## src/hw/rtl/nau_pkg.sv

```systemverilog
// ----------------------------------------------------------------------------
// nau_pkg: shared types and constants of the activation unit
// Word formats, fixed-point sizes and the constants of the exponential.
// ----------------------------------------------------------------------------
package nau_pkg;

  localparam int DATA_WIDTH  = 16;
  localparam int FRAC_BITS   = 12;
  localparam int EXP_TERMS   = 16;
  localparam int EXP_CUTOFF  = 24;

  // Magnitude doubled for tanh needs one more bit than the sample.
  localparam int T_W         = DATA_WIDTH + 1;
  localparam int N_W         = T_W - FRAC_BITS;
  // Q32 values up to and including 1.0.
  localparam int E_W         = 33;
  localparam int SUM_W       = 35;
  localparam int DEN_W       = 34;
  localparam int REM_W       = DEN_W + FRAC_BITS;
  localparam int DIV_Q_W     = FRAC_BITS + 1;
  localparam int POW_MAX     = 2 ** (DATA_WIDTH - FRAC_BITS);
  localparam int POW_STAGES  = (POW_MAX < EXP_CUTOFF - 1) ? POW_MAX : EXP_CUTOFF - 1;

  localparam int QUEUE_DEPTH = 4;
  localparam int QPTR_W      = $clog2(QUEUE_DEPTH);
  localparam int QCNT_W      = QPTR_W + 1;

  localparam logic [E_W-1:0] Q32_ONE = E_W'(1) << 32;

  localparam logic [1:0] MODE_RELU    = 2'd0;
  localparam logic [1:0] MODE_SIGMOID = 2'd1;
  localparam logic [1:0] MODE_TANH    = 2'd2;

  // Series value of e^-0.5 in Q32, evaluated once at elaboration.
  function automatic logic [63:0] exp_neg_half_q32();
    logic [63:0] term;
    logic [63:0] sum;
    term = 64'd1 << 32;
    sum  = 64'd1 << 32;
    for (int k = 1; k <= EXP_TERMS; k++) begin
      term = ((term << 31) + (64'd1 << 31)) >> 32;
      term = term / 64'(k);
      if (k[0]) begin
        sum = sum - term;
      end else begin
        sum = sum + term;
      end
    end
    return sum;
  endfunction

  localparam logic [63:0] E_HALF     = exp_neg_half_q32();
  localparam logic [63:0] E_ONE_FULL = ((E_HALF * E_HALF) + (64'd1 << 31)) >> 32;
  localparam logic [31:0] E_NEG_ONE  = E_ONE_FULL[31:0];

  typedef enum logic [1:0] {
    OP_PASS = 2'd0,
    OP_SIG  = 2'd1,
    OP_TANH = 2'd2
  } op_t;

  typedef struct packed {
    logic [1:0]                   mode;
    logic signed [DATA_WIDTH-1:0] sample;
    logic                         last;
  } nau_in_t;

  typedef struct packed {
    logic signed [DATA_WIDTH-1:0] activated;
    logic                         last_out;
  } nau_out_t;

  typedef struct packed {
    op_t                          op;
    logic                         neg;
    logic [N_W-1:0]               n;
    logic                         zero;
    logic signed [DATA_WIDTH-1:0] pass;
    logic                         last;
  } ctl_t;

  typedef struct packed {
    ctl_t                 ctl;
    logic [FRAC_BITS-1:0] f;
  } cls_t;

endpackage

```

## src/hw/rtl/nau_front.sv

```systemverilog
// ----------------------------------------------------------------------------
// nau_front: input classification
// Decodes the mode, takes the magnitude and splits the exponent argument.
// ----------------------------------------------------------------------------
module nau_front (
  input  nau_pkg::nau_in_t in_word,
  output nau_pkg::cls_t    cls
);
  import nau_pkg::*;

  logic                         neg;
  logic [DATA_WIDTH-1:0]        mag;
  logic [T_W-1:0]               t;
  logic signed [DATA_WIDTH-1:0] x;

  always_comb begin
    x   = in_word.sample;
    neg = x[DATA_WIDTH-1];
    mag = neg ? (~x + DATA_WIDTH'(1)) : x;
    t   = {1'b0, mag};
    cls = '0;
    cls.ctl.neg  = neg;
    cls.ctl.last = in_word.last;
    unique case (in_word.mode)
      MODE_RELU: begin
        cls.ctl.op   = OP_PASS;
        cls.ctl.pass = neg ? '0 : x;
      end
      MODE_SIGMOID: begin
        cls.ctl.op = OP_SIG;
      end
      MODE_TANH: begin
        cls.ctl.op = OP_TANH;
        t          = {mag, 1'b0};
      end
      default: begin
        cls.ctl.op   = OP_PASS;
        cls.ctl.pass = x;
      end
    endcase
    cls.ctl.n    = t[T_W-1:FRAC_BITS];
    cls.ctl.zero = (t[T_W-1:FRAC_BITS] >= N_W'(EXP_CUTOFF));
    cls.f        = t[FRAC_BITS-1:0];
  end

endmodule

```

## config.mk

```make
export PLATFORM = sky130hd
export DESIGN_NAME = nau_front
export DESIGN_NICKNAME = d
export VERILOG_FILES = /design/src/hw/rtl/nau_pkg.sv /design/src/hw/rtl/nau_front.sv
export SDC_FILE = /design/constraint.sdc
export NUM_CORES = 1
export LEC_CHECK = 0
export ABC_AREA = 0
export BUFFER_PORTS_ARGS = -buffer_cell sky130_fd_sc_hd__buf_4
export CAP_MARGIN = 20
export CORE_AREA = 2 2 56 58
export DETAILED_ROUTE_END_ITERATION = 8
export DIE_AREA = 0 0 58 60
export GPL_TIMING_DRIVEN = 0
export PLACE_DENSITY = 0.72
export SETUP_SLACK_MARGIN = 0.15
export SLEW_MARGIN = 30
export SYNTH_ARGS = -nofsm -noshare
export SYNTH_HDL_FRONTEND = slang
export SYNTH_SLANG_ARGS = --single-unit
```

## constraint.sdc

```tcl
create_clock -name vclk -period 6.6
set_input_delay 1.32 -clock vclk [all_inputs]
set_output_delay 1.32 -clock vclk [all_outputs]
set_load 0.02 [all_outputs]
```

==> impl_metrics.yaml <==
pwr:
  p_switching_uw: 64.1
  combPwrFrac: 1.000
  seqPwrFrac: 0
  p_int_uw: 49.8
  ir_drop_uv: 39.3
  leakage_nw: 0.634
  pwr_density_cell_mw_per_mm2: 80.2
  netSwitchingFraction: 0.563
  clock_power_share: 0
sta:
  period_share: 0.696
  rsz0062_at_grt: "false"
  tns_ns: 0
  worstMarginPinSlew_ns: 0.570
  whs_ns: 2.84
  slew_headroom: 0.620
  drv_slew: 0
  timing.final.hold_violations: 0
  fin_crit_ns: 4.60
  finalSetupViolations: 0
  clock.fmax_mhz: 218
die:
  die_area_mm2: 0.00348
  rows: 20
  fp.coreArea_mm2: 0.00290
  die_w_um: 58
  die_y_um: 60
  top_level_ports: 57
  start_util: 0.338
hold_path:
  hold_depth: 2
  hold_class: "input pin to primary output"
clock_network:
  post_cts_buffers: 0
  ctsHoldBuffers: 0
  ctsResizeCount: 0
layout:
  diodes: 0
  seq_cells: 0
  design_area_mm2: 0.00142
  fillers: 304
  register_area_um2: 0
  syn_to_final_growth_pct: 44.8
  stdcell_count: 238
  fin_nets: 227
  n_clock_buffer: 0
  layout-drive-gt1-share: 0.351
setup_path:
  critical_path.max_fanout: 10
  cp-end-kind: "primary output"
  crit_type: "input pin to primary output"
  start_kind: "input pin"
  worstPathRequired_ns: 5.28
  cp.arrival_ns: 3.28
yosys:
  synth_warnings: 0
  yosys-top-cells-area: "and2_1 10%, mux2i_1 6.1%, nand2_1 5.7%"
  synth_top_area_share: 0.102
  syn-num-nets: 172
  post_synth_num_cell_types: 46
  synth_area_um2: 981
  synthCells: 152
  ys_seq_area_frac: 0
  synth.avg_cell_area_um2: 6.45
  synth_top_area_cell: "and2_1"
global_route:
  grt_busiest_layer: "met2"
  track_usage: 0.181
  grt_pass1_wl_mm: 5.28
  grt_pass1_vias: 1164
  grt_use_met3: 0.00649
  grtUsageMet2: 0.300
  grt_max_degree: 11
  antenna_found_initial: 0
  grt_use_met1: 0.266
  overflow: 0
detailed_routing:
  routed_via_density: 5.45
  postRouteAntennaNets: 0
  drt_wl_total_mm: 3.22
  wl_per_cell_um: 13.5
  route.vias.total: 1297
  firstDrtPassIters: 4
  drc: 0
  drtIter0Drc: 35
place:
  placed_cells: 238
  finalWeightedCongestion: 0.828
  port_buffers: 53
  post_dp_cell_area_mm2: 0.00142
  dp_hpwl_mm: 2.34
run_status:
  status: "completed"
job:
  maxCapViolCount: 0
[cells in the final DEF, fill, tap and decap left out, drive strengths merged]
| master | instances |
|---|---|
| a211oi | 5 |
| a21o | 1 |
| a21oi | 6 |
| a221o | 1 |
| a221oi | 1 |
| a22o | 1 |
| a2bb2oi | 1 |
| a311oi | 1 |
| a32o | 1 |
| and2 | 16 |
| and3 | 2 |
| and3b | 1 |
| buf | 61 |
| clkbuf | 11 |
| ha | 1 |
| inv | 4 |
| mux2 | 2 |
| mux2i | 6 |
| nand2 | 15 |
| nand2b | 1 |
| nand3 | 3 |
| nor2 | 9 |
| nor2b | 2 |
| nor3 | 7 |
| nor4 | 6 |
| o2111a | 1 |
| o2111ai | 2 |
| o211ai | 1 |
| o21a | 2 |
| o21ai | 2 |
| o21bai | 2 |
| o22ai | 4 |
| o41ai | 4 |
| or2 | 4 |
| or3 | 4 |
| or3b | 1 |
| or4 | 6 |
| or4b | 1 |
| xnor2 | 1 |
| xor2 | 5 |
[through the flow]
step	utilization	setup slack, ns	power, mW
6_report	0.489	2.00	0.114
5_1_grt	0.489	1.81	0.123
4_1_cts	0.489	1.99	0.114
3_5_place_dp	0.489	2.01	0.114
3_3_place_gp	0.489	2.01	0.114
2_1_floorplan	-	1.90	0.0678
[final cells by class]
cell class | instances | area, µm² | area share
buffer | 19 | 92.6 | 0.0652
inverter | 4 | 15.0 | 0.0106
tap | 33 | 41.3 | 0.0291
multi-input combinational | 129 | 873 | 0.615
timing repair buffer | 53 | 398 | 0.280
[power groups by stage]
stage | clock network (mW) | logic [mW] | registers (mW)
floorplan | 0 | 0.0678 | 0
global placement | 0 | 0.114 | 0
detailed placement | 0 | 0.114 | 0
CTS | 0 | 0.114 | 0
global route | 0 | 0.123 | 0
finish | 0 | 0.114 | 0
[synth_stat cells, types with 3 or more instances]
| cell | number |
|---|---|
| and2_1 | 16 |
| nand2_1 | 15 |
| clkbuf_1 | 11 |
| nor2_1 | 9 |
| nor3_1 | 7 |
| a21oi_1 | 6 |
| mux2i_1 | 6 |
| nor4_1 | 6 |
| or4_1 | 6 |
| a211oi_1 | 5 |
| buf_2 | 5 |
| xor2_1 | 5 |
| o22ai_1 | 4 |
| inv_1 | 3 |
| nand3_1 | 3 |
| o41ai_2 | 3 |
| or2_2 | 3 |
| or3_1 | 3 |
[final timing paths]
kind,start,end
setup / recovery,in_word[1],cls[31]
hold / removal,in_word[0],cls[12]
[critical path, stage by stage]
cell and delay (ns):
buf_4 0.12, inv_1 0.07, ha_1 0.17, or3b_1 0.40, clkbuf_1 0.27, o41ai_2 0.41
xor2_1 0.22, mux2i_1 0.10, buf_4 0.18
[kinds of logic (layout without fill, tap and decap cells)]
logic type                 after synthesis  count (layout)  share of synthesized area
and+or+nand+nor                         78              78                      0.445
AOI/OAI and AO/OA                       36              36                      0.295
buffers and inverters                   23              76                      0.110
muxes                                    8               8                     0.0842
xor gates and xnor gates                 6               6                     0.0536
adders and majority gates                1               1                     0.0128
[metal layers]
metal	wire length (µm)	vias to the layer above
met2	1550	42
li1	-	669
met5	0	-
met1	1480	586
met3	184	0
met4	0	0
(Power assumes the default switching activity.)
