==> src/hw/rtl/nau_pkg.sv <==
// ----------------------------------------------------------------------------
// nau_pkg: shared types and constants of the activation unit
// Word formats, fixed-point sizes and the constants of the exponential.
// ----------------------------------------------------------------------------
package nau_pkg;

  localparam int DATA_WIDTH  = 16;
  localparam int FRAC_BITS   = 12;
  localparam int EXP_TERMS   = 16;
  localparam int EXP_CUTOFF  = 24;

  // Magnitude doubled for tanh needs one more bit than the sample.
  localparam int T_W         = DATA_WIDTH + 1;
  localparam int N_W         = T_W - FRAC_BITS;
  // Q32 values up to and including 1.0.
  localparam int E_W         = 33;
  localparam int SUM_W       = 35;
  localparam int DEN_W       = 34;
  localparam int REM_W       = DEN_W + FRAC_BITS;
  localparam int DIV_Q_W     = FRAC_BITS + 1;
  localparam int POW_MAX     = 2 ** (DATA_WIDTH - FRAC_BITS);
  localparam int POW_STAGES  = (POW_MAX < EXP_CUTOFF - 1) ? POW_MAX : EXP_CUTOFF - 1;

  localparam int QUEUE_DEPTH = 4;
  localparam int QPTR_W      = $clog2(QUEUE_DEPTH);
  localparam int QCNT_W      = QPTR_W + 1;

  localparam logic [E_W-1:0] Q32_ONE = E_W'(1) << 32;

  localparam logic [1:0] MODE_RELU    = 2'd0;
  localparam logic [1:0] MODE_SIGMOID = 2'd1;
  localparam logic [1:0] MODE_TANH    = 2'd2;

  // Series value of e^-0.5 in Q32, evaluated once at elaboration.
  function automatic logic [63:0] exp_neg_half_q32();
    logic [63:0] term;
    logic [63:0] sum;
    term = 64'd1 << 32;
    sum  = 64'd1 << 32;
    for (int k = 1; k <= EXP_TERMS; k++) begin
      term = ((term << 31) + (64'd1 << 31)) >> 32;
      term = term / 64'(k);
      if (k[0]) begin
        sum = sum - term;
      end else begin
        sum = sum + term;
      end
    end
    return sum;
  endfunction

  localparam logic [63:0] E_HALF     = exp_neg_half_q32();
  localparam logic [63:0] E_ONE_FULL = ((E_HALF * E_HALF) + (64'd1 << 31)) >> 32;
  localparam logic [31:0] E_NEG_ONE  = E_ONE_FULL[31:0];

  typedef enum logic [1:0] {
    OP_PASS = 2'd0,
    OP_SIG  = 2'd1,
    OP_TANH = 2'd2
  } op_t;

  typedef struct packed {
    logic [1:0]                   mode;
    logic signed [DATA_WIDTH-1:0] sample;
    logic                         last;
  } nau_in_t;

  typedef struct packed {
    logic signed [DATA_WIDTH-1:0] activated;
    logic                         last_out;
  } nau_out_t;

  typedef struct packed {
    op_t                          op;
    logic                         neg;
    logic [N_W-1:0]               n;
    logic                         zero;
    logic signed [DATA_WIDTH-1:0] pass;
    logic                         last;
  } ctl_t;

  typedef struct packed {
    ctl_t                 ctl;
    logic [FRAC_BITS-1:0] f;
  } cls_t;

endpackage

==> src/hw/rtl/nau_fifo.sv <==
// ----------------------------------------------------------------------------
// nau_fifo: short queue between the front and the back
// Holds classified words so that either side can stall on its own.
// ----------------------------------------------------------------------------
module nau_fifo (
  input  logic          clk,
  input  logic          rst_n,
  input  logic          wr,
  input  nau_pkg::cls_t wdata,
  output logic          q_full,
  input  logic          rd,
  output nau_pkg::cls_t rdata,
  output logic          q_empty
);
  import nau_pkg::*;

  cls_t              mem_r [QUEUE_DEPTH];
  logic [QPTR_W-1:0] wr_ptr_r, wr_ptr_nxt;
  logic [QPTR_W-1:0] rd_ptr_r, rd_ptr_nxt;
  logic [QCNT_W-1:0] cnt_r, cnt_nxt;

  assign q_full  = (cnt_r == QCNT_W'(QUEUE_DEPTH));
  assign q_empty = (cnt_r == '0);
  assign rdata   = mem_r[rd_ptr_r];

  always_comb begin
    wr_ptr_nxt = wr ? wr_ptr_r + QPTR_W'(1) : wr_ptr_r;
    rd_ptr_nxt = rd ? rd_ptr_r + QPTR_W'(1) : rd_ptr_r;
    cnt_nxt    = cnt_r + QCNT_W'(wr) - QCNT_W'(rd);
  end

  always_ff @(posedge clk) begin
    if (!rst_n) begin
      wr_ptr_r <= '0;
      rd_ptr_r <= '0;
      cnt_r    <= '0;
    end else begin
      wr_ptr_r <= wr_ptr_nxt;
      rd_ptr_r <= rd_ptr_nxt;
      cnt_r    <= cnt_nxt;
    end
  end

  always_ff @(posedge clk) begin
    if (wr) begin
      mem_r[wr_ptr_r] <= wdata;
    end
  end

endmodule

==> config.mk <==
export PLATFORM = sky130hd
export DESIGN_NAME = nau_fifo
export DESIGN_NICKNAME = d
export VERILOG_FILES = /design/src/hw/rtl/nau_pkg.sv /design/src/hw/rtl/nau_fifo.sv
export SDC_FILE = /design/constraint.sdc
export NUM_CORES = 1
export LEC_CHECK = 0
export BUFFER_PORTS_ARGS = -buffer_cell sky130_fd_sc_hd__buf_2
export CAP_MARGIN = 25
export CELL_PAD_IN_SITES_DETAIL_PLACEMENT = 0
export CELL_PAD_IN_SITES_GLOBAL_PLACEMENT = 1
export CORE_ASPECT_RATIO = 0.75
export CORE_UTILIZATION = 25
export DETAILED_ROUTE_END_ITERATION = 8
export PLACE_DENSITY_LB_ADDON = 0.25
export SYNTH_ARGS = -nofsm -noshare
export SYNTH_HDL_FRONTEND = slang
export SYNTH_SLANG_ARGS = --single-unit
==> constraint.sdc <==
create_clock -name clk -period 5.2 [get_ports clk]
set_input_delay 0 -clock clk [delete_from_list [all_inputs] [get_ports clk]]
set_output_delay 0 -clock clk [all_outputs]
set_load 0.005 [all_outputs]
==> run metrics <==
xor and xnor area share after synthesis 0.695%; core area 23200 µm²; routed vias/inst 4.10; initial antenna violation count 1; Hold Fails Final Rpt 0; Synth Area in Simple Gates 1.26%; CP Data Required Time 5200 ps; signal arrival time at the worst endpoint 2140 ps; status complete, no violations; Syn. warnings 0; ANT nets after route 0; PwrDens 397 nW/µm²; First-pass DRT Iterations 4; largest vdd supply drop 0.195 mV; main combinational cell family by area after synthesis multiplexers; total gr overflow 0; Die ar. 24400 µm²; Buffers on Ports 81; first-pass GRT wire length 18.3 mm; Hold Crit Start wdata[19]; CTS max path bufs 2; Synth Flop Type edfxtp_1; R2R Path Start cnt_r[0]; Mean Syn Cell Area 24.7 µm²; Area Overhead vs Synth 30.9%; Psw 0.000676 W; Final Max Tran Viols 0; Rows 48; adder-cell share of the synthesized area 1.60%; CTS tree built; mux share of post-synthesis cell area 14.6%; Remaining DRCs 0; Seq/Total Area, Yosys 79.9%; Root Buffer clkbuf_16; Slew @ Worst Pin 807 ps; total track usage 10.5%; Post-CTS Setup Bufs 0; hold crit path type in2reg; Worst path max stage delay 870 ps; share of layout cells above drive strength 1 41.6%; ys async rst share 0%; CP cell instances mux4_2 -> buf_2; Clock H-tree levels 4; Multi-input gate area 1100 µm²; Switching Fraction 21.9%; vias in the first global route 3157; Final #Nets 428; setup tns final 0 ps; DR iter-0 viols 179; crit-path max FO 38; clock share of power 41.3%; Netlist cell types 21; Tcrit/Tclk final 41.1%; Mapped Nets 290; Post-Synthesis Cells 241; RePlAce Congestion 0.626; chip height 136 µm; reg2reg end cnt_r[2]; number of flops mapped to enable cells by yosys 152; Hold Crit Depth 2; CP top delay family flip-flops; LEAKAGE 2.65 nW; Worst R2R Setup Slack 3420 ps; crit end category primary output; Initial Utilization 25.6%; WS Path Type reg2out; Die Width 180 µm; Worst setup SP type register; Reg power frac 49.5%; DP HPWL 7.16 mm; Clock Skew 6.28 ps; FF+latch area 4750 µm²; Synth Cell Area 5940 µm²; Worst Reg-to-Reg Cells 7; max_cap viols 0; Clock Latency Late Sink 420 ps; RSZ-0062 raised after global routing false; Total Wirelength 11.7 mm; CTS sink count 161; Max-slew headroom 46.2%; internal power 0.00241 W; CP Depth 2; WP buf/inv 1; Crit-path slowest cell dfxtp_4; I/O pins 82; fill count 2216; Comb pwr share 9.2%; Compound-Gate Fraction of Synth Area 0.253%; largest net degree at the start of global routing 39; Tmin final 2140 ps; Via Count 2838; Fmax 468 MHz; CTS clk-pin slew, worst paths 60 ps; #FFs+latches synth 161; Overall Power 0.00309 W; Worst Hold Path EP mem_r[2][19]; # setup viols final 0; drt wl/cell 16.9 µm; CTS Buf Count 17
==> what timing repair did <==
| action | 4_1_cts | 5_1_grt |
|---|---|---|
| hold buffers | 41 | 0 |
| hold endpoints to repair | 161 | 0 |
| gates resized for setup | 0 | 0 |
==> placed cells by master (no fill, tap or decap), types with 4 or more instances in the layout <==
| cell | Yosys | final |
|---|---|---|
| clkinv_4 | 0 | 4 |
| dfxtp_1 | 9 | 7 |
| buf_12 | 2 | 5 |
| inv_1 | 7 | 7 |
| nor2_1 | 5 | 5 |
| edfxtp_1 | 152 | 152 |
| clkbuf_16 | 0 | 17 |
| buf_2 | 3 | 81 |
| ha_1 | 6 | 6 |
| dlygate4sd3_1 | 0 | 41 |
| mux4_2 | 38 | 38 |
| and2_2 | 0 | 4 |
==> worst max path at each step <==
| stage | from | to | slack [ps] |
|---|---|---|---|
| after floorplan | wr_ptr_r[0] | mem_r[2][0] | 3340 |
| after global placement | wr_ptr_r[0] | mem_r[0][23] | 3310 |
| after detailed placement | register | rdata[10] | 3420 |
| after CTS | register | rdata[10] | 2960 |
| after global routing | register | rdata[10] | 2870 |
| final | register | rdata[10] | 3060 |
==> power by group through the flow <==
| stage | clock network (W) | registers [W] | logic, W |
|---|---|---|---|
| floorplan | 0 | 0.00153 | 0.000166 |
| global placement | 0 | 0.00156 | 0.000248 |
| detailed placement | 0 | 0.00156 | 0.000267 |
| CTS | 0.00131 | 0.00153 | 0.000294 |
| global route | 0.00137 | 0.00154 | 0.000312 |
| finish | 0.00128 | 0.00153 | 0.000284 |
==> metrics by stage <==
stage          setup WS (ps)  hold slack [ps]  instances  utilization (%)  area [µm²]
2_1_floorplan           3340             98.9        241                -        5940
3_3_place_gp            3310              213        614             28.7        6650
3_5_place_dp            3420              217        619             29.1        6750
4_1_cts                 2960              325        692             33.5        7770
5_1_grt                 2870              333        692             33.5        7770
6_report                3060              337        693             33.5        7780
==> logic make-up after synthesis <==
logic type               Yosys count
buffers and inverters             15
multiplexers                      39
AO/OA/AOI/OAI                      2
flip-flops                       161
adder cells (fa/ha/maj)            7
XOR/XNOR                           3
AND/OR/NAND/NOR                   14
==> synth_stat cells (2+ instances only) <==
cell      instances  area [µm²]
nor2_1            5        18.8
ha_1              6        75.1
buf_2             3        15.0
edfxtp_1        152        4560
xnor2_1           2        17.5
buf_12            2        40.0
and2_1            6        37.5
mux4_2           38         856
inv_1             7        26.3
dfxtp_1           9         180
==> sequential cells by signal, indices dropped and copies added (netlist names), named ones only <==
signal,cells
cnt_r,3
rd_ptr_r,2
wr_ptr_r,2
mem_r,152
==> routing by layer <==
layer / GRT usage (%) / part of all wire, % / vias up
met2: 17.1 / 49 / 70
met1: 12.9 / 44 / 1473
li1: - / - / 1284
met5: 0 / 0 / -
met3: 3.95 / 5.5 / 11
met4: 3.45 / 1.2 / 0
==> cell type report <==
class                      count  share of cell area [%]
clock inverter                15                    2.37
timing repair buffer         127                    11.8
antenna                        1                  0.0322
inverter                       7                   0.338
tap                          300                    4.83
multi-input combinational     65                    14.1
clock buffer                  17                    5.47
sequential                   161                    61.1
No activity file was read; power rests on OpenSTA's default activity.
