<file path="config.mk">
export PLATFORM = sky130hd
export DESIGN_NAME = nau_div
export DESIGN_NICKNAME = d
export VERILOG_FILES = /design/src/hw/rtl/nau_pkg.sv /design/src/hw/rtl/nau_div.sv
export SDC_FILE = /design/constraint.sdc
export NUM_CORES = 2
export LEC_CHECK = 0
export BUFFER_PORTS_ARGS = -buffer_cell sky130_fd_sc_hd__buf_2
export CORE_ASPECT_RATIO = 1.4
export CORE_MARGIN = 2
export CORE_UTILIZATION = 65
export CTS_BUF_LIST = sky130_fd_sc_hd__clkbuf_2 sky130_fd_sc_hd__clkbuf_4 sky130_fd_sc_hd__clkbuf_8
export CTS_CLUSTER_SIZE = 25
export DETAILED_ROUTE_END_ITERATION = 12
export GPL_TIMING_DRIVEN = 0
export PLACE_DENSITY = 0.87
export SLEW_MARGIN = 20
export SYNTH_ARGS = -nofsm -noshare
export SYNTH_HDL_FRONTEND = slang
export SYNTH_SLANG_ARGS = --single-unit
export TNS_END_PERCENT = 20
</file>
<file path="constraint.sdc">
create_clock -name clk -period 7.07 [get_ports clk]
set_clock_uncertainty 0.1 [all_clocks]
set_input_delay 1.414 -clock clk [delete_from_list [all_inputs] [get_ports clk]]
set_output_delay 1.414 -clock clk [all_outputs]
set_load 0.01 [all_outputs]
</file>
<file path="src/hw/rtl/nau_pkg.sv">
// ----------------------------------------------------------------------------
// nau_pkg: shared types and constants of the activation unit
// Word formats, fixed-point sizes and the constants of the exponential.
// ----------------------------------------------------------------------------
package nau_pkg;

  localparam int DATA_WIDTH  = 16;
  localparam int FRAC_BITS   = 12;
  localparam int EXP_TERMS   = 16;
  localparam int EXP_CUTOFF  = 24;

  // Magnitude doubled for tanh needs one more bit than the sample.
  localparam int T_W         = DATA_WIDTH + 1;
  localparam int N_W         = T_W - FRAC_BITS;
  // Q32 values up to and including 1.0.
  localparam int E_W         = 33;
  localparam int SUM_W       = 35;
  localparam int DEN_W       = 34;
  localparam int REM_W       = DEN_W + FRAC_BITS;
  localparam int DIV_Q_W     = FRAC_BITS + 1;
  localparam int POW_MAX     = 2 ** (DATA_WIDTH - FRAC_BITS);
  localparam int POW_STAGES  = (POW_MAX < EXP_CUTOFF - 1) ? POW_MAX : EXP_CUTOFF - 1;

  localparam int QUEUE_DEPTH = 4;
  localparam int QPTR_W      = $clog2(QUEUE_DEPTH);
  localparam int QCNT_W      = QPTR_W + 1;

  localparam logic [E_W-1:0] Q32_ONE = E_W'(1) << 32;

  localparam logic [1:0] MODE_RELU    = 2'd0;
  localparam logic [1:0] MODE_SIGMOID = 2'd1;
  localparam logic [1:0] MODE_TANH    = 2'd2;

  // Series value of e^-0.5 in Q32, evaluated once at elaboration.
  function automatic logic [63:0] exp_neg_half_q32();
    logic [63:0] term;
    logic [63:0] sum;
    term = 64'd1 << 32;
    sum  = 64'd1 << 32;
    for (int k = 1; k <= EXP_TERMS; k++) begin
      term = ((term << 31) + (64'd1 << 31)) >> 32;
      term = term / 64'(k);
      if (k[0]) begin
        sum = sum - term;
      end else begin
        sum = sum + term;
      end
    end
    return sum;
  endfunction

  localparam logic [63:0] E_HALF     = exp_neg_half_q32();
  localparam logic [63:0] E_ONE_FULL = ((E_HALF * E_HALF) + (64'd1 << 31)) >> 32;
  localparam logic [31:0] E_NEG_ONE  = E_ONE_FULL[31:0];

  typedef enum logic [1:0] {
    OP_PASS = 2'd0,
    OP_SIG  = 2'd1,
    OP_TANH = 2'd2
  } op_t;

  typedef struct packed {
    logic [1:0]                   mode;
    logic signed [DATA_WIDTH-1:0] sample;
    logic                         last;
  } nau_in_t;

  typedef struct packed {
    logic signed [DATA_WIDTH-1:0] activated;
    logic                         last_out;
  } nau_out_t;

  typedef struct packed {
    op_t                          op;
    logic                         neg;
    logic [N_W-1:0]               n;
    logic                         zero;
    logic signed [DATA_WIDTH-1:0] pass;
    logic                         last;
  } ctl_t;

  typedef struct packed {
    ctl_t                 ctl;
    logic [FRAC_BITS-1:0] f;
  } cls_t;

endpackage

</file>
<file path="src/hw/rtl/nau_div.sv">
// ----------------------------------------------------------------------------
// nau_div: quotient, sign and saturation
// Forms the ratio, divides one quotient bit a stage and registers the word.
// ----------------------------------------------------------------------------
module nau_div (
  input  logic                    clk,
  input  logic                    rst_n,
  input  logic                    en,
  input  logic                    in_vld,
  input  nau_pkg::ctl_t           in_ctl,
  input  logic [nau_pkg::E_W-1:0] in_e,
  output logic                    out_vld,
  output nau_pkg::nau_out_t       out_word
);
  import nau_pkg::*;

  localparam int DIV_STAGES = FRAC_BITS + 1;
  localparam int Y_W        = DATA_WIDTH + 2;

  logic [E_W-1:0]     num;
  logic [DEN_W-1:0]   den;

  logic               su_vld_r;
  ctl_t               su_ctl_r;
  logic [DEN_W-1:0]   su_den_r;
  logic [REM_W-1:0]   su_rem_r;

  logic               d_in_vld [DIV_STAGES];
  ctl_t               d_in_ctl [DIV_STAGES];
  logic [DEN_W-1:0]   d_in_den [DIV_STAGES];
  logic [REM_W-1:0]   d_in_rem [DIV_STAGES];
  logic [DIV_Q_W-1:0] d_in_q   [DIV_STAGES];

  logic               d_vld_r  [DIV_STAGES];
  ctl_t               d_ctl_r  [DIV_STAGES];
  logic [DEN_W-1:0]   d_den_r  [DIV_STAGES];
  logic [REM_W-1:0]   d_rem_r  [DIV_STAGES];
  logic [DIV_Q_W-1:0] d_q_r    [DIV_STAGES];

  logic signed [Y_W-1:0] y;
  logic                  out_vld_r;
  nau_out_t              out_r, out_nxt;
  ctl_t                  fin_ctl;

  always_comb begin
    den = DEN_W'(Q32_ONE) + DEN_W'(in_e);
    if (in_ctl.op == OP_TANH) begin
      num = Q32_ONE - in_e;
    end else begin
      num = in_ctl.neg ? in_e : Q32_ONE;
    end
  end

  always_ff @(posedge clk) begin
    if (!rst_n) begin
      su_vld_r <= 1'b0;
    end else if (en) begin
      su_vld_r <= in_vld;
    end
  end

  always_ff @(posedge clk) begin
    if (en) begin
      su_ctl_r <= in_ctl;
      su_den_r <= den;
      su_rem_r <= (REM_W'(num) << FRAC_BITS) + REM_W'(den >> 1);
    end
  end

  genvar i;
  generate
    for (i = 0; i < DIV_STAGES; i++) begin : g_div
      localparam int B = FRAC_BITS - i;

      logic [REM_W:0] shifted;
      logic           ge;

      if (i == 0) begin : g_src0
        assign d_in_vld[i] = su_vld_r;
        assign d_in_ctl[i] = su_ctl_r;
        assign d_in_den[i] = su_den_r;
        assign d_in_rem[i] = su_rem_r;
        assign d_in_q[i]   = '0;
      end else begin : g_srcn
        assign d_in_vld[i] = d_vld_r[i-1];
        assign d_in_ctl[i] = d_ctl_r[i-1];
        assign d_in_den[i] = d_den_r[i-1];
        assign d_in_rem[i] = d_rem_r[i-1];
        assign d_in_q[i]   = d_q_r[i-1];
      end

      assign shifted = (REM_W + 1)'(d_in_den[i]) << B;
      assign ge      = ({1'b0, d_in_rem[i]} >= shifted);

      always_ff @(posedge clk) begin
        if (!rst_n) begin
          d_vld_r[i] <= 1'b0;
        end else if (en) begin
          d_vld_r[i] <= d_in_vld[i];
        end
      end

      always_ff @(posedge clk) begin
        if (en) begin
          d_ctl_r[i] <= d_in_ctl[i];
          d_den_r[i] <= d_in_den[i];
          d_rem_r[i] <= ge ? d_in_rem[i] - shifted[REM_W-1:0] : d_in_rem[i];
          d_q_r[i]   <= d_in_q[i] | (DIV_Q_W'(ge) << B);
        end
      end
    end
  endgenerate

  always_comb begin
    fin_ctl = d_ctl_r[DIV_STAGES-1];
    if (fin_ctl.op == OP_PASS) begin
      y = Y_W'(fin_ctl.pass);
    end else if (fin_ctl.op == OP_TANH && fin_ctl.neg) begin
      y = -$signed(Y_W'(d_q_r[DIV_STAGES-1]));
    end else begin
      y = $signed(Y_W'(d_q_r[DIV_STAGES-1]));
    end
    out_nxt.last_out = fin_ctl.last;
    if (y > $signed(Y_W'({1'b0, {(DATA_WIDTH-1){1'b1}}}))) begin
      out_nxt.activated = {1'b0, {(DATA_WIDTH-1){1'b1}}};
    end else if (y < -$signed(Y_W'({1'b1, {(DATA_WIDTH-1){1'b0}}}))) begin
      out_nxt.activated = {1'b1, {(DATA_WIDTH-1){1'b0}}};
    end else begin
      out_nxt.activated = y[DATA_WIDTH-1:0];
    end
  end

  always_ff @(posedge clk) begin
    if (!rst_n) begin
      out_vld_r <= 1'b0;
    end else if (en) begin
      out_vld_r <= d_vld_r[DIV_STAGES-1];
    end
  end

  always_ff @(posedge clk) begin
    if (en) begin
      out_r <= out_nxt;
    end
  end

  assign out_vld  = out_vld_r;
  assign out_word = out_r;

endmodule

</file>
==> results_dict.tcl <==
set metrics [dict create \
    ys_ff_latch 1353 \
    core_mm2 0.110 \
    grt_max_degree 162 \
    initial_core_util_pct 65.7 \
    pwr-share-seq_pct 39.1 \
    cts_setup_buffers 0 \
    crit_type "in2reg" \
    cts_hold_buf 0 \
    detailroute.via_count 50492 \
    yosysWarnings 0 \
    relSlewSlack_pct 13.3 \
    synth_ff_type "edfxtp_1" \
    synth_largest_area_cell "edfxtp_1" \
    synth-seq-area-share_pct 56.0 \
    leakagePower_nw 31.6 \
    dr.pass1.iters 6 \
    routed_wl_um 186000 \
    drc 0 \
    crit_fanout 10 \
    clkPwrFrac_pct 20.8 \
    drive_above_1_share_pct 8.36 \
    tns_ns 0 \
    slew_violations 0 \
    synth_area_mm2 0.0725 \
    syn_inst 6332 \
    io_buffers 74 \
    cp-end-kind "flop" \
    cts_tree "built" \
    syn_nets 6874 \
    regToRegSetupSlack_ns 1.14 \
    grtUsageTotal_pct 32.7 \
    rows 144 \
    yosysMostFrequentCell "edfxtp_1" \
    finalHoldViolCount 0 \
    fp.dieW_um 286 \
    min_period_over_period_pct 88.2 \
    hpwl_um 143000 \
    numCtsBuffers 194 \
    p_per_area_mw_per_mm2 395 \
    rsz0062_at_grt "no" \
    antenna_found_initial 1 \
    swShare_pct 36.7 \
    setup-violations-final 0 \
    h-tree-depth 4 \
    cts_sinks 1353 \
    fmax_mhz 160 \
    placed_cells 7876 \
    synth_edf_count 1350 \
    synthArstFlopShare_pct 0 \
    path_clk_slew_ns 0.06 \
    cts-root-buf "clkbuf_8" \
    grt_pass1_wl_um 281000 \
    clock_path_buffers 3 \
    gp_congestion 0.984 \
    synth_common_cells "edfxtp_1 (1350), inv_1 (554), a21oi_1 (552)" \
    power.internal_mw 19.8 \
    netlist-cell-type-count 95 \
    grt-ovfl-total 0 \
    final_nets 7154 \
    fp.dieArea_mm2 0.114 \
    antenna_left 0 \
    status "finished, final reports clean" \
    ir_drop_v 0.000214 \
    fillers 7381 \
    yosys.area.top_type_share_pct 55.9 \
    syn2layout_area_growth_pct 9.09 \
    cts-resized-gates 0 \
    maxCapViolations 0 \
    chipHeight_um 399 \
    tightestPinTransition_ns 1.29 \
    detail_route.vias_per_cell 6.13 \
    hp-class "reg2reg" \
    cp-start-kind "input port" \
    p_switching_mw 11.5 \
    synth_area_per_cell_um2 11.4 \
    clock_latency_ns 0.93 \
    first_iter_violations 3588 \
    grt_pass1_vias 53125 \
    wl_per_cell_um 22.6 \
    required_ns 7.61 \
    synthTopCellsByArea "edfxtp_1 (56%), ha_1 (8.0%), a21oi_1 (3.8%)" \
    fin_crit_ns 6.24 \
    io_pins 81 \
    arrival_ns 6.78 \
    final_cells 8233 \
    p_comb_share_pct 40.1 \
]
==> worst max-delay path, stage by stage <==
cell	delay [ns]
buf_2	0.11
nand2b_1	0.10
clkbuf_1	0.39
clkbuf_1	0.72
clkbuf_1	0.52
o21ai_0	0.19
a22o_1	0.28
ha_1	0.38
and4_1	0.34
nand4_1	0.13
nand2_1	0.08
a41o_1	0.20
o211ai_1	0.21
a21boi_0	0.78
o21bai_1	0.38
nor2_2	0.28
nand2_1	0.10
xnor2_1	0.14
==> power by group through the flow <==
stage	sequential, mW	clock [mW]	combinational [mW]
2_1_floorplan	11.9	0	9.20
3_3_place_gp	12.5	0	11.9
3_5_place_dp	12.3	0	12.2
4_1_cts	12.2	6.56	12.4
5_1_grt	12.4	6.87	13.7
6_report	12.2	6.49	12.5
==> cell usage in the layout, fill, tap and decap left out, types with 34 or more instances in the layout <==
master	count
clkinv_1	47
xnor2_1	267
edfxtp_1	1350
nand2_1	426
and3_1	51
clkbuf_1	122
o31ai_1	46
clkbuf_4	60
o211ai_1	34
nor2_1	433
o21bai_1	52
o21ai_0	404
inv_1	554
a21oi_1	552
a31oi_1	52
buf_2	108
a211oi_1	36
a21o_1	237
mux2_2	69
nor3_1	83
nand3_1	103
nand2b_1	78
clkbuf_8	198
o21a_1	56
ha_1	466
nor4_1	47
or3_1	41
nor2b_1	70
xor2_1	182
nand4_1	91
==> state kept, by name, indices dropped and copies added (netlist names), 13 cells and up <==
| signal | cells |
|---|---|
| d_den_r | 330 |
| d_vld_r | 13 |
| d_q_r | 91 |
| su_rem_r | 34 |
| su_den_r | 34 |
| d_in_ctl | 20 |
| d_ctl_r | 260 |
| out_word | 17 |
| d_rem_r | 552 |
==> layer usage <==
layer  track usage, %  vias to the layer above  part of all wire [%]
met2             65.1                     1861                    56
met1             25.1                    23817                    28
met5                0                        -                     0
met3             3.97                      832                   3.6
met4             34.9                        0                    12
li1                 -                    23982                     -
==> per-stage QoR <==
stage | utilization [%] | hold WS [ns] | instance area (um^2) | power [mW] | setup slack, ns
finish | 71.7 | 0.296 | 79000 | 31.2 | 0.832
global route | 71.7 | 0.304 | 79000 | 33.0 | 0.654
CTS | 71.7 | 0.286 | 79000 | 31.1 | 1.00
detailed placement | 68.0 | 0.305 | 74900 | 24.6 | -0.0170
global placement | 67.7 | 0.300 | 74700 | 24.4 | -15.23
floorplan | - | 0.300 | 72500 | 21.1 | 1.88
==> final timing paths <==
| check | start | depth (start not counted) | endpoint |
|---|---|---|---|
| max | in_ctl[24] | 18 | su_rem_r[42] |
| min | d_ctl_r[5][35] | 0 | d_ctl_r[6][9] |
| max reg2reg | d_rem_r[0][107] | 11 | d_rem_r[0][148] |
| min reg2reg | d_ctl_r[5][35] | 0 | d_ctl_r[6][9] |
==> cell families after synthesis <==
logic type / after synthesis / synth area share [%]
AOI/OAI and AO/OA: 1692 / 14.6
muxes: 85 / 1.29
DFF: 1353 / 56.0
adders and majority gates: 479 / 8.41
and+or+nand+nor: 1552 / 10.4
buffers and inverters: 722 / 3.82
xor gates and xnor gates: 449 / 5.43
==> layout make-up <==
class | count | area (um^2) | area share (%)
Antenna cell | 2 | 5.00 | 0.00633
Buffer | 168 | 689 | 0.872
Clock buffer | 258 | 3180 | 4.02
Clock inverter | 97 | 905 | 1.14
Inverter | 554 | 2080 | 2.63
Multi-Input combinational cell | 4257 | 29100 | 36.8
Sequential cell | 1353 | 40600 | 51.4
Tap cell | 1460 | 1830 | 2.31
Timing Repair Buffer | 84 | 641 | 0.810
Note: power is estimated with default switching activity, not from simulation.
